==> src/hw/rtl/tscrc_pkg.sv <==
// Shared constants and types for the telemetry sentence CRC appender.
package tscrc_pkg;

    // CRC-16/CCITT, MSB first
    localparam int          CRC_W        = 16;
    localparam logic [15:0] CRC_POLY     = 16'h1021;
    localparam logic [15:0] SEED_RESET   = 16'hFFFF;

    localparam int          CHAR_W       = 8;
    localparam int          SKIP_W       = 2;
    localparam logic [1:0]  SKIP_RESET   = 2'd2;

    // Configuration register indexes
    localparam int          CFG_IDX_W       = 2;
    localparam logic [1:0]  REG_CRC_SEED    = 2'd0;
    localparam logic [1:0]  REG_HEADER_SKIP = 2'd1;

    // Trailer characters
    localparam logic [7:0]  CH_STAR      = 8'h2A;
    localparam logic [7:0]  CH_NEWLINE   = 8'h0A;
    localparam logic [7:0]  CH_ZERO      = 8'h30;
    localparam logic [7:0]  CH_ALPHA_OFS = 8'h37;   // 'A' - 10

    // Trailer sequencer codes, counting down to idle
    localparam int          TR_W       = 3;
    localparam logic [2:0]  TR_IDLE    = 3'd0;
    localparam logic [2:0]  TR_NEWLINE = 3'd1;
    localparam logic [2:0]  TR_HEX0    = 3'd2;
    localparam logic [2:0]  TR_HEX1    = 3'd3;
    localparam logic [2:0]  TR_HEX2    = 3'd4;
    localparam logic [2:0]  TR_HEX3    = 3'd5;
    localparam logic [2:0]  TR_STAR    = 3'd6;

    // One character handed to the CRC state
    typedef struct packed {
        logic take;   // a character is processed this cycle
        logic last;   // it closes the sentence
    } step_t;

endpackage

==> src/hw/rtl/tscrc_state.sv <==
// Configuration registers, header position and running CRC of the sentence.
module tscrc_state (
    input  logic                              aclk,
    input  logic                              aresetn,
    input  logic                              cfg_wr,
    input  logic [tscrc_pkg::CFG_IDX_W-1:0]   cfg_index,
    input  logic [tscrc_pkg::CRC_W-1:0]       cfg_data,
    input  tscrc_pkg::step_t                  step,
    input  logic [tscrc_pkg::CHAR_W-1:0]      step_char,
    output logic [tscrc_pkg::CRC_W-1:0]       crc_after
);

    logic [tscrc_pkg::CRC_W-1:0]  seed_reg,  seed_next;
    logic [tscrc_pkg::SKIP_W-1:0] skip_reg,  skip_next;
    logic [tscrc_pkg::CRC_W-1:0]  crc_reg,   crc_next;
    logic [tscrc_pkg::SKIP_W-1:0] pos_reg,   pos_next;
    logic                         in_header;
    logic [tscrc_pkg::CRC_W-1:0]  crc_folded;

    // Byte-wide CRC update, eight shift steps unrolled
    function automatic logic [15:0] crc_fold(input logic [15:0] crc, input logic [7:0] ch);
        logic [15:0] r;
        r = crc ^ {ch, 8'h00};
        for (int b = 0; b < 8; b++) begin
            if (r[15]) begin
                r = {r[14:0], 1'b0} ^ tscrc_pkg::CRC_POLY;
            end else begin
                r = {r[14:0], 1'b0};
            end
        end
        return r;
    endfunction

    assign in_header  = pos_reg < skip_reg;
    assign crc_folded = crc_fold(crc_reg, step_char);
    assign crc_after  = in_header ? crc_reg : crc_folded;

    // Next state: character step, sentence restart, register writes
    always_comb begin
        seed_next = seed_reg;
        skip_next = skip_reg;
        crc_next  = crc_reg;
        pos_next  = pos_reg;
        if (step.take) begin
            if (step.last) begin
                crc_next = seed_reg;
                pos_next = '0;
            end else if (in_header) begin
                pos_next = pos_reg + 1'b1;
            end else begin
                crc_next = crc_folded;
            end
        end
        if (cfg_wr) begin
            case (cfg_index)
                tscrc_pkg::REG_CRC_SEED: begin
                    seed_next = cfg_data;
                    crc_next  = cfg_data;
                end
                tscrc_pkg::REG_HEADER_SKIP: begin
                    skip_next = cfg_data[tscrc_pkg::SKIP_W-1:0];
                end
                default: begin
                end
            endcase
        end
    end

    always_ff @(posedge aclk) begin
        if (!aresetn) begin
            seed_reg <= tscrc_pkg::SEED_RESET;
            skip_reg <= tscrc_pkg::SKIP_RESET;
            crc_reg  <= tscrc_pkg::SEED_RESET;
            pos_reg  <= '0;
        end else begin
            seed_reg <= seed_next;
            skip_reg <= skip_next;
            crc_reg  <= crc_next;
            pos_reg  <= pos_next;
        end
    end

endmodule

==> src/hw/rtl/telemetry_sentence_crc_appender_top.sv <==
// Top level: sentence pass-through with CRC-16 trailer ('*', four hex digits, newline).
//
// One character word is taken per clock while s_tready is high and leaves
// through the input register and then the output register; the CRC of
// everything after the header characters is updated as each character moves
// from the input register to the output register. A sentence-end word is
// followed by six trailer words, during which the input register holds the next
// character and takes no further one. The single output register sets
// the rate: one word per cycle whenever the sink is ready. No clearing pass is
// needed after reset. The configuration port is always ready and is to be
// written only while no word is held inside the block; a seed write also
// restarts the CRC of the sentence under way.
module telemetry_sentence_crc_appender_top (
    input  logic                              aclk,
    input  logic                              aresetn,
    // input characters
    input  logic                              s_tvalid,
    output logic                              s_tready,
    input  logic [7:0]                        s_tdata,    // [7:0] sentence_char
    input  logic                              s_tlast,    // sentence_end
    // output characters
    output logic                              m_tvalid,
    input  logic                              m_tready,
    output logic [7:0]                        m_tdata,    // [7:0] out_char
    output logic                              m_tlast,    // frame_last
    // configuration writes
    input  logic                              cfg_valid,
    output logic                              cfg_ready,
    input  logic [tscrc_pkg::CFG_IDX_W-1:0]   cfg_index,
    input  logic [tscrc_pkg::CRC_W-1:0]       cfg_data
);

    logic                          in_valid_reg,  in_valid_next;
    logic [tscrc_pkg::CHAR_W-1:0]  in_char_reg;
    logic                          in_last_reg;
    logic [tscrc_pkg::TR_W-1:0]    trail_cnt_reg, trail_cnt_next;
    logic [tscrc_pkg::CRC_W-1:0]   trail_crc_reg;
    logic                          m_tvalid_reg,  m_tvalid_next;
    logic [tscrc_pkg::CHAR_W-1:0]  m_tdata_reg,   m_tdata_next;
    logic                          m_tlast_reg,   m_tlast_next;

    logic                          s_take;
    logic                          out_free;
    logic                          trail_active;
    logic                          in_pop;
    logic                          trail_emit;
    logic [tscrc_pkg::CRC_W-1:0]   crc_after;
    logic [3:0]                    nib;
    logic [tscrc_pkg::CHAR_W-1:0]  trail_char;
    tscrc_pkg::step_t              step;

    function automatic logic [7:0] hex_digit(input logic [3:0] n);
        if (n < 4'd10) begin
            return tscrc_pkg::CH_ZERO + {4'h0, n};
        end else begin
            return tscrc_pkg::CH_ALPHA_OFS + {4'h0, n};
        end
    endfunction

    // Handshake control
    assign out_free     = !m_tvalid_reg || m_tready;
    assign trail_active = trail_cnt_reg != tscrc_pkg::TR_IDLE;
    assign in_pop       = in_valid_reg && !trail_active && out_free;
    assign trail_emit   = trail_active && out_free;
    assign s_tready     = !in_valid_reg || in_pop;
    assign s_take       = s_tvalid && s_tready;
    assign cfg_ready    = 1'b1;

    assign step.take = in_pop;
    assign step.last = in_last_reg;

    tscrc_state u_state (
        .aclk      (aclk),
        .aresetn   (aresetn),
        .cfg_wr    (cfg_valid && cfg_ready),
        .cfg_index (cfg_index),
        .cfg_data  (cfg_data),
        .step      (step),
        .step_char (in_char_reg),
        .crc_after (crc_after)
    );

    // Trailer character select
    always_comb begin
        nib        = trail_crc_reg[3:0];
        trail_char = tscrc_pkg::CH_STAR;
        case (trail_cnt_reg)
            tscrc_pkg::TR_STAR:    trail_char = tscrc_pkg::CH_STAR;
            tscrc_pkg::TR_HEX3: begin
                nib        = trail_crc_reg[15:12];
                trail_char = hex_digit(nib);
            end
            tscrc_pkg::TR_HEX2: begin
                nib        = trail_crc_reg[11:8];
                trail_char = hex_digit(nib);
            end
            tscrc_pkg::TR_HEX1: begin
                nib        = trail_crc_reg[7:4];
                trail_char = hex_digit(nib);
            end
            tscrc_pkg::TR_HEX0: begin
                nib        = trail_crc_reg[3:0];
                trail_char = hex_digit(nib);
            end
            tscrc_pkg::TR_NEWLINE: trail_char = tscrc_pkg::CH_NEWLINE;
            default:               trail_char = tscrc_pkg::CH_STAR;
        endcase
    end

    // Next state of input register, trailer counter and output register
    always_comb begin
        in_valid_next  = in_valid_reg;
        trail_cnt_next = trail_cnt_reg;
        m_tvalid_next  = m_tvalid_reg;
        m_tdata_next   = m_tdata_reg;
        m_tlast_next   = m_tlast_reg;
        if (in_pop) begin
            in_valid_next = 1'b0;
        end
        if (s_take) begin
            in_valid_next = 1'b1;
        end
        if (m_tready) begin
            m_tvalid_next = 1'b0;
        end
        if (in_pop) begin
            m_tvalid_next = 1'b1;
            m_tdata_next  = in_char_reg;
            m_tlast_next  = 1'b0;
            if (in_last_reg) begin
                trail_cnt_next = tscrc_pkg::TR_STAR;
            end
        end else if (trail_emit) begin
            m_tvalid_next  = 1'b1;
            m_tdata_next   = trail_char;
            m_tlast_next   = trail_cnt_reg == tscrc_pkg::TR_NEWLINE;
            trail_cnt_next = trail_cnt_reg - 1'b1;
        end
    end

    // Control registers
    always_ff @(posedge aclk) begin
        if (!aresetn) begin
            in_valid_reg  <= 1'b0;
            trail_cnt_reg <= tscrc_pkg::TR_IDLE;
            m_tvalid_reg  <= 1'b0;
        end else begin
            in_valid_reg  <= in_valid_next;
            trail_cnt_reg <= trail_cnt_next;
            m_tvalid_reg  <= m_tvalid_next;
        end
    end

    // Payload registers
    always_ff @(posedge aclk) begin
        if (s_take) begin
            in_char_reg <= s_tdata;
            in_last_reg <= s_tlast;
        end
        if (in_pop && in_last_reg) begin
            trail_crc_reg <= crc_after;
        end
        m_tdata_reg <= m_tdata_next;
        m_tlast_reg <= m_tlast_next;
    end

    assign m_tvalid = m_tvalid_reg;
    assign m_tdata  = m_tdata_reg;
    assign m_tlast  = m_tlast_reg;

    // No input character leaves while a trailer is being sent
    a_no_pop_in_trailer: assert property (@(posedge aclk) disable iff (!aresetn)
        trail_active |-> !in_pop) else $error("character popped during trailer");

    // A sentence end starts the trailer with the star
    a_trailer_start: assert property (@(posedge aclk) disable iff (!aresetn)
        in_pop && in_last_reg |=> trail_cnt_reg == tscrc_pkg::TR_STAR)
        else $error("trailer not started after sentence end");

    // The newline step presents a frame end
    a_newline_last: assert property (@(posedge aclk) disable iff (!aresetn)
        trail_emit && trail_cnt_reg == tscrc_pkg::TR_NEWLINE |=>
        m_tvalid && m_tlast && m_tdata == tscrc_pkg::CH_NEWLINE)
        else $error("newline word missing frame end");

    // Frame end is only ever on a newline
    a_last_is_newline: assert property (@(posedge aclk) disable iff (!aresetn)
        m_tvalid && m_tlast |-> m_tdata == tscrc_pkg::CH_NEWLINE)
        else $error("frame end on a non-newline word");

endmodule

==> config.mk <==
export PLATFORM = sky130hd
export DESIGN_NAME = telemetry_sentence_crc_appender_top
export DESIGN_NICKNAME = d
export VERILOG_FILES = /design/src/hw/rtl/tscrc_pkg.sv /design/src/hw/rtl/tscrc_state.sv /design/src/hw/rtl/telemetry_sentence_crc_appender_top.sv
export SDC_FILE = /design/constraint.sdc
export NUM_CORES = 1
export LEC_CHECK = 0
export BUFFER_PORTS_ARGS = -buffer_cell sky130_fd_sc_hd__buf_2
export CORE_MARGIN = 3
export CORE_UTILIZATION = 40
export CTS_CLUSTER_SIZE = 28
export DETAILED_ROUTE_END_ITERATION = 10
export MAX_ROUTING_LAYER = met4
export PLACE_DENSITY_LB_ADDON = 0.12
export SLEW_MARGIN = 20
export SYNTH_ARGS = -nofsm -noshare
export SYNTH_HDL_FRONTEND = slang
export SYNTH_SLANG_ARGS = --single-unit
==> constraint.sdc <==
create_clock -name aclk -period 3.75 [get_ports aclk]
set_input_delay 0.75 -clock aclk [delete_from_list [all_inputs] [get_ports aclk]]
set_output_delay 0.75 -clock aclk [all_outputs]
set_load 0.1 [all_outputs]
Word-level counts from Yosys, hierarchy flattened
Cells that the tools add are included.
{"block": "word_totals", "reg_bits": 75, "elab_cells": 93}
{"block": "op_classes", "n_addsub": 10, "magnitude_cmp": 5, "n_eq_ne": 7, "mux": 30, "bitwise_logic": 9, "reduce_logical": 20}
{"op": "$mux W13", "count": 8}
{"op": "$mux W16", "count": 5}
{"op": "$add A6 B4 Y7 const A", "count": 8}
{"op": "$pmux W7 S5", "count": 1}
{"op": "$mux W7", "count": 4}
{"op": "$not A3 Y3", "count": 8}
{"op": "$lt A4 B4 Y1 const B", "count": 4}
{"op": "$mux W8", "count": 2}
{"op": "$xor A16 B16 Y16", "count": 1}
{"op": "$mux W3", "count": 3}
{"op": "$reduce_and A2 Y1", "count": 4}
{"op": "$eq A3 B2 Y1 const B", "count": 2}
{"op": "$eq A3 B3 Y1 const B", "count": 2}
{"op": "$reduce_bool A2 Y1", "count": 3}
{"op": "$reduce_bool A3 Y1", "count": 2}
{"op": "$logic_and A1 B1 Y1", "count": 5}
{"op": "$mux W1", "count": 5}
{"op": "$mux W2", "count": 2}
{"op": "$eq A3 B1 Y1 const B", "count": 1}
{"op": "$logic_not A1 Y1", "count": 3}
{"op": "$sub A3 B1 Y3 const B", "count": 1}
{"op": "$add A2 B1 Y2 const B", "count": 1}
{"op": "$eq A2 B1 Y1 const B", "count": 1}
{"op": "$logic_not A2 Y1", "count": 1}
{"op": "other kinds (3)", "count": 4}

Longest topological paths before layout
{"block": "logic_depth", "depth_word": 22, "depth_mapped": 10}

By module
From an unflattened synthesis, not the netlist that was laid out.
{"block": "hier_totals", "hier_cells": 433, "hier_area_um2": 4057.6}
{"mod": "tscrc_state", "n_inst": 1, "cells_per_inst": 258, "area_each_um2": 2099.5}
{"mod": "telemetry_sentence_crc_appender_top", "n_inst": 1, "cells_per_inst": 175, "area_each_um2": 1958.1}

Worst setup path after synthesis
No wires, ideal clock.
{"block": "synth_path", "path_kind": "reg-to-reg", "from": "register m_tvalid_reg, in the netlist m_tvalid", "to": "register in_char_reg[0] (netlist name), enable pin", "arrival_ns": 2.804, "required_time_ns": 3.465, "path_slack_ns": 0.662, "path_stages_with_launch": 6, "synth_period_minus_slack_ns": 3.088, "cell_sequence": "dfxtp_1 -> nand2b_1 -> nand3_1 -> clkbuf_1 -> nand2_1 -> and2_1"}
{"block": "synth_between", "elab_chain_cells": 5}
{"element": "start: declaration", "line_no": "telemetry_sentence_crc_appender_top.sv:38", "text": "logic m_tvalid_reg, m_tvalid_next;"}
{"element": "start signal: assignment", "line_no": "telemetry_sentence_crc_appender_top.sv:150", "text": "m_tvalid_reg <= m_tvalid_next;"}
{"element": "$logic_not A1 Y1", "line_no": "telemetry_sentence_crc_appender_top.sv:61", "text": "assign out_free = !m_tvalid_reg || m_tready;"}
{"element": "$logic_or A1 B1 Y1", "line_no": "telemetry_sentence_crc_appender_top.sv:61"}
{"element": "$logic_and A1 B1 Y1", "line_no": "telemetry_sentence_crc_appender_top.sv:63", "text": "assign in_pop = in_valid_reg && !trail_active && out_free;"}
{"element": "$logic_or A1 B1 Y1", "line_no": "telemetry_sentence_crc_appender_top.sv:65", "text": "assign s_tready = !in_valid_reg || in_pop;"}
{"element": "named net s_tready", "line_no": "telemetry_sentence_crc_appender_top.sv:18", "text": "output logic s_tready,"}
{"element": "$logic_and A1 B1 Y1", "line_no": "telemetry_sentence_crc_appender_top.sv:66", "text": "assign s_take = s_tvalid && s_tready;"}
{"element": "end signal: assignment", "line_no": "telemetry_sentence_crc_appender_top.sv:157", "text": "in_char_reg <= s_tdata;"}
{"element": "end: declaration", "line_no": "telemetry_sentence_crc_appender_top.sv:34", "text": "logic [tscrc_pkg::CHAR_W-1:0] in_char_reg;"}
The timed path passes the listed nets, and every way through them passes these cells.
A chain may end at the register's enable or synchronous reset.

Worst setup path in the final report
{"block": "layout_path", "from": "register trail_cnt_reg[0] (netlist name)", "to": "output s_tready"}
{"block": "layout_between", "elab_chain_cells": 5}
{"element": "start: declaration", "line_no": "telemetry_sentence_crc_appender_top.sv:36", "text": "logic [tscrc_pkg::TR_W-1:0] trail_cnt_reg, trail_cnt_next;"}
{"element": "start signal: assignment", "line_no": "telemetry_sentence_crc_appender_top.sv:145", "text": "trail_cnt_reg <= tscrc_pkg::TR_IDLE;"}
{"element": "start signal: assignment", "line_no": "telemetry_sentence_crc_appender_top.sv:149", "text": "trail_cnt_reg <= trail_cnt_next;"}
{"element": "$reduce_bool A3 Y1", "line_no": "telemetry_sentence_crc_appender_top.sv:62", "text": "assign trail_active = trail_cnt_reg != tscrc_pkg::TR_IDLE;"}
{"element": "$logic_not A1 Y1", "line_no": "telemetry_sentence_crc_appender_top.sv:63"}
{"element": "$logic_and A1 B1 Y1 (2 in series)", "line_no": "telemetry_sentence_crc_appender_top.sv:63"}
{"element": "$logic_or A1 B1 Y1", "line_no": "telemetry_sentence_crc_appender_top.sv:65"}
{"element": "end: declaration", "line_no": "telemetry_sentence_crc_appender_top.sv:18"}
Every way passes these cells.

==> results.cfg <==
[global_route]
grt_pass1_wl_mm = 15.19
antenna_found_initial = 0
grt_pass1_vias = 3063
grt_max_degree = 30
overflow = 0
grt_usage_pct = 17.92

[detailed_routing]
drtIter0Drc = 168
via_per_inst = 5.341
ant_nets = 0
dr.pass1.iters = 4
drt-wirelength-per-cell_um = 15.68
drc_errors = 0
routed_wl_mm = 9.280
via_count = 3162

[clock_network]
holdBufCountCts = 0
clock_path_buffers = 2
postCtsResizedCells = 0
clk_latency_ns = 0.34
cts_sinks = 75
cts-root-buf = clkbuf_8
tritoncts = done
post_cts_buffers = 0
numCtsBuffers = 9
path_clk_slew_ns = 0.08
htree_levels = 3

[yosys]
synth_top_area_cell = edfxtp_1
synth_top_area_share_pct = 25.71
synth_cells = 419
yosys_warnings = 0
syn_avg_cell_area_sq_um = 9.200
synth_edf_count = 33
synthArstFlopShare_pct = 0
synth_seq_area_share_pct = 47.52
synthesis.area_sq_mm = 0.003855
synth_top_flop_cell = dfxtp_1
synth_fp_nets = 461
synth_cell_types = 52
ys_ff_latch = 75
ys_top_cells_by_area = edfxtp_1, dfxtp_1, nand2_1, nor2_1, xnor2_1

[timing]
worst_hold_slack_ns = 0.4492
setup_viol = 0
min_period_over_period_pct = 69.85
hold_viol = 0
drv_slew = 0
rsz0062_at_grt = false
clock_skew_ns = 0.007422
tightestPinTransition_ns = 0.7543
fin_crit_ns = 2.620
finalSetupTns_ns = 0
fmax_mhz = 381.7
relSlewSlack_pct = 49.71

[placed_design]
post-dp-hpwl_mm = 6.884
place.gp.congestion = 0.9110
port-buffer-count = 42
dpl.cell_count = 576

[cells_and_area]
n_antenna_cell = 0
area_growth_syn_to_layout_pct = 13.31
final_util_pct = 47.05
mostFrequentLayoutCell = nand2_1
fin_nets = 500
instances_no_fill = 592
final_cell_mix = nand2_1, nor2_1, dfxtp_1, buf_2, edfxtp_1
drive_gt1_share_pct = 15.98

[critical_path]
crit_path_start_kind = flop
cp.required_ns = 3.00
crit_path_max_fanout = 5
endpoint_kind = output port
critPathKind = reg -> out
arrival_ns = 1.87

[run]
max_cap_viol_count = 0

[pwr]
powerDensity_mw_per_mm2 = 679.2
ir_worst_vdd_uv = 297.2
p_leak_nw = 1.708

[die]
core-area_sq_mm = 0.009284
rows = 35
die_area_sq_mm = 0.01085
die_w_um = 104.2
die_height_um = 104.2
initial_core_util_pct = 41.52
io_pins = 44

[outcome]
outcome = complete, no violations

[hold_path]
min-delay-path-class = reg -> reg
per-layer routing:
layer	vias to the layer above	share of wire, %	GRT usage (%)
met5	-	0	-
met4	0	1.7	7.502
met2	81	47	26.69
met1	1484	48	23.93
li1	1582	-	-
met3	15	3.8	3.538
cells in the mapped netlist (3+ instances only):
master / n
clkbuf_1: 11
o21ai_0: 32
a21oi_1: 25
a221oi_1: 13
nand2_1: 56
inv_1: 13
nand3_1: 17
nand2b_1: 8
xor2_1: 9
o311ai_0: 3
xnor2_1: 21
o22ai_1: 5
and2_1: 3
nor2b_1: 8
edfxtp_1: 33
ha_1: 10
dfxtp_1: 42
nor2_1: 49
mux2_2: 4
o221ai_1: 6
or4_1: 4
a211oi_1: 7
critical path, stage by stage (launching register included):
cell and delay, ns:
dfxtp_1 0.34, inv_1 0.13, ha_1 0.24, nor2b_1 0.18, nand3_1 0.11, nand2_1 0.10
buf_2 0.43
cell type report:
class	count	area [sq um]
clock buffer	9	123.9
inverter	15	56.30
multi-input combinational	311	1879
tap	129	161.4
clock inverter	7	75.07
sequential	75	1832
fill	927	4916
timing repair buffer	46	240.2
logic make-up after synthesis:
family                     synth area share [%]
adders and majority gates                 3.246
and+or+nand+nor                           19.34
other                                   0.09728
AOI/OAI and AO/OA                         17.69
buffers and inverters                     3.862
xor gates and xnor gates                  6.816
muxes                                     1.428
DFF                                       47.52
power by group:
| group | total [W] | leakage [nW] | switching (W) | internal, W |
|---|---|---|---|---|
| combinational | 0.00120 | 0.967 | 0.000865 | 0.000337 |
| sequential | 0.00113 | 0.646 | 0.000103 | 0.00103 |
| clock | 0.000634 | 0.0943 | 0.000322 | 0.000312 |
| total | 0.00297 | 1.71 | 0.00129 | 0.00168 |
final timing paths:
check,from,end,slack [ns],depth (start not counted)
setup / recovery,trail_cnt_reg[0]$_SDFFE_PN0P_,s_tready,1.13,6
hold / removal,u_state.seed_reg[0]$_SDFFE_PN1P_,u_state.seed_reg[0]$_SDFFE_PN1P_,0.45,2
setup reg to reg,trail_cnt_reg[0]$_SDFFE_PN0P_,u_state.crc_reg[7]$_SDFF_PN1_,1.37,8
hold reg to reg,u_state.seed_reg[0]$_SDFFE_PN1P_,u_state.seed_reg[0]$_SDFFE_PN1P_,0.45,2
per-stage QoR:
step | setup slack [ns] | total power [W] | area, sq um
floorplan | 0.6616 | 0.002107 | 3855
global placement | 1.305 | 0.002337 | 4169
detailed placement | 1.228 | 0.002351 | 4169
CTS | 1.105 | 0.002991 | 4368
global route | 0.9741 | 0.003143 | 4368
finish | 1.130 | 0.002967 | 4368
Power figures use the tool's default switching activity.
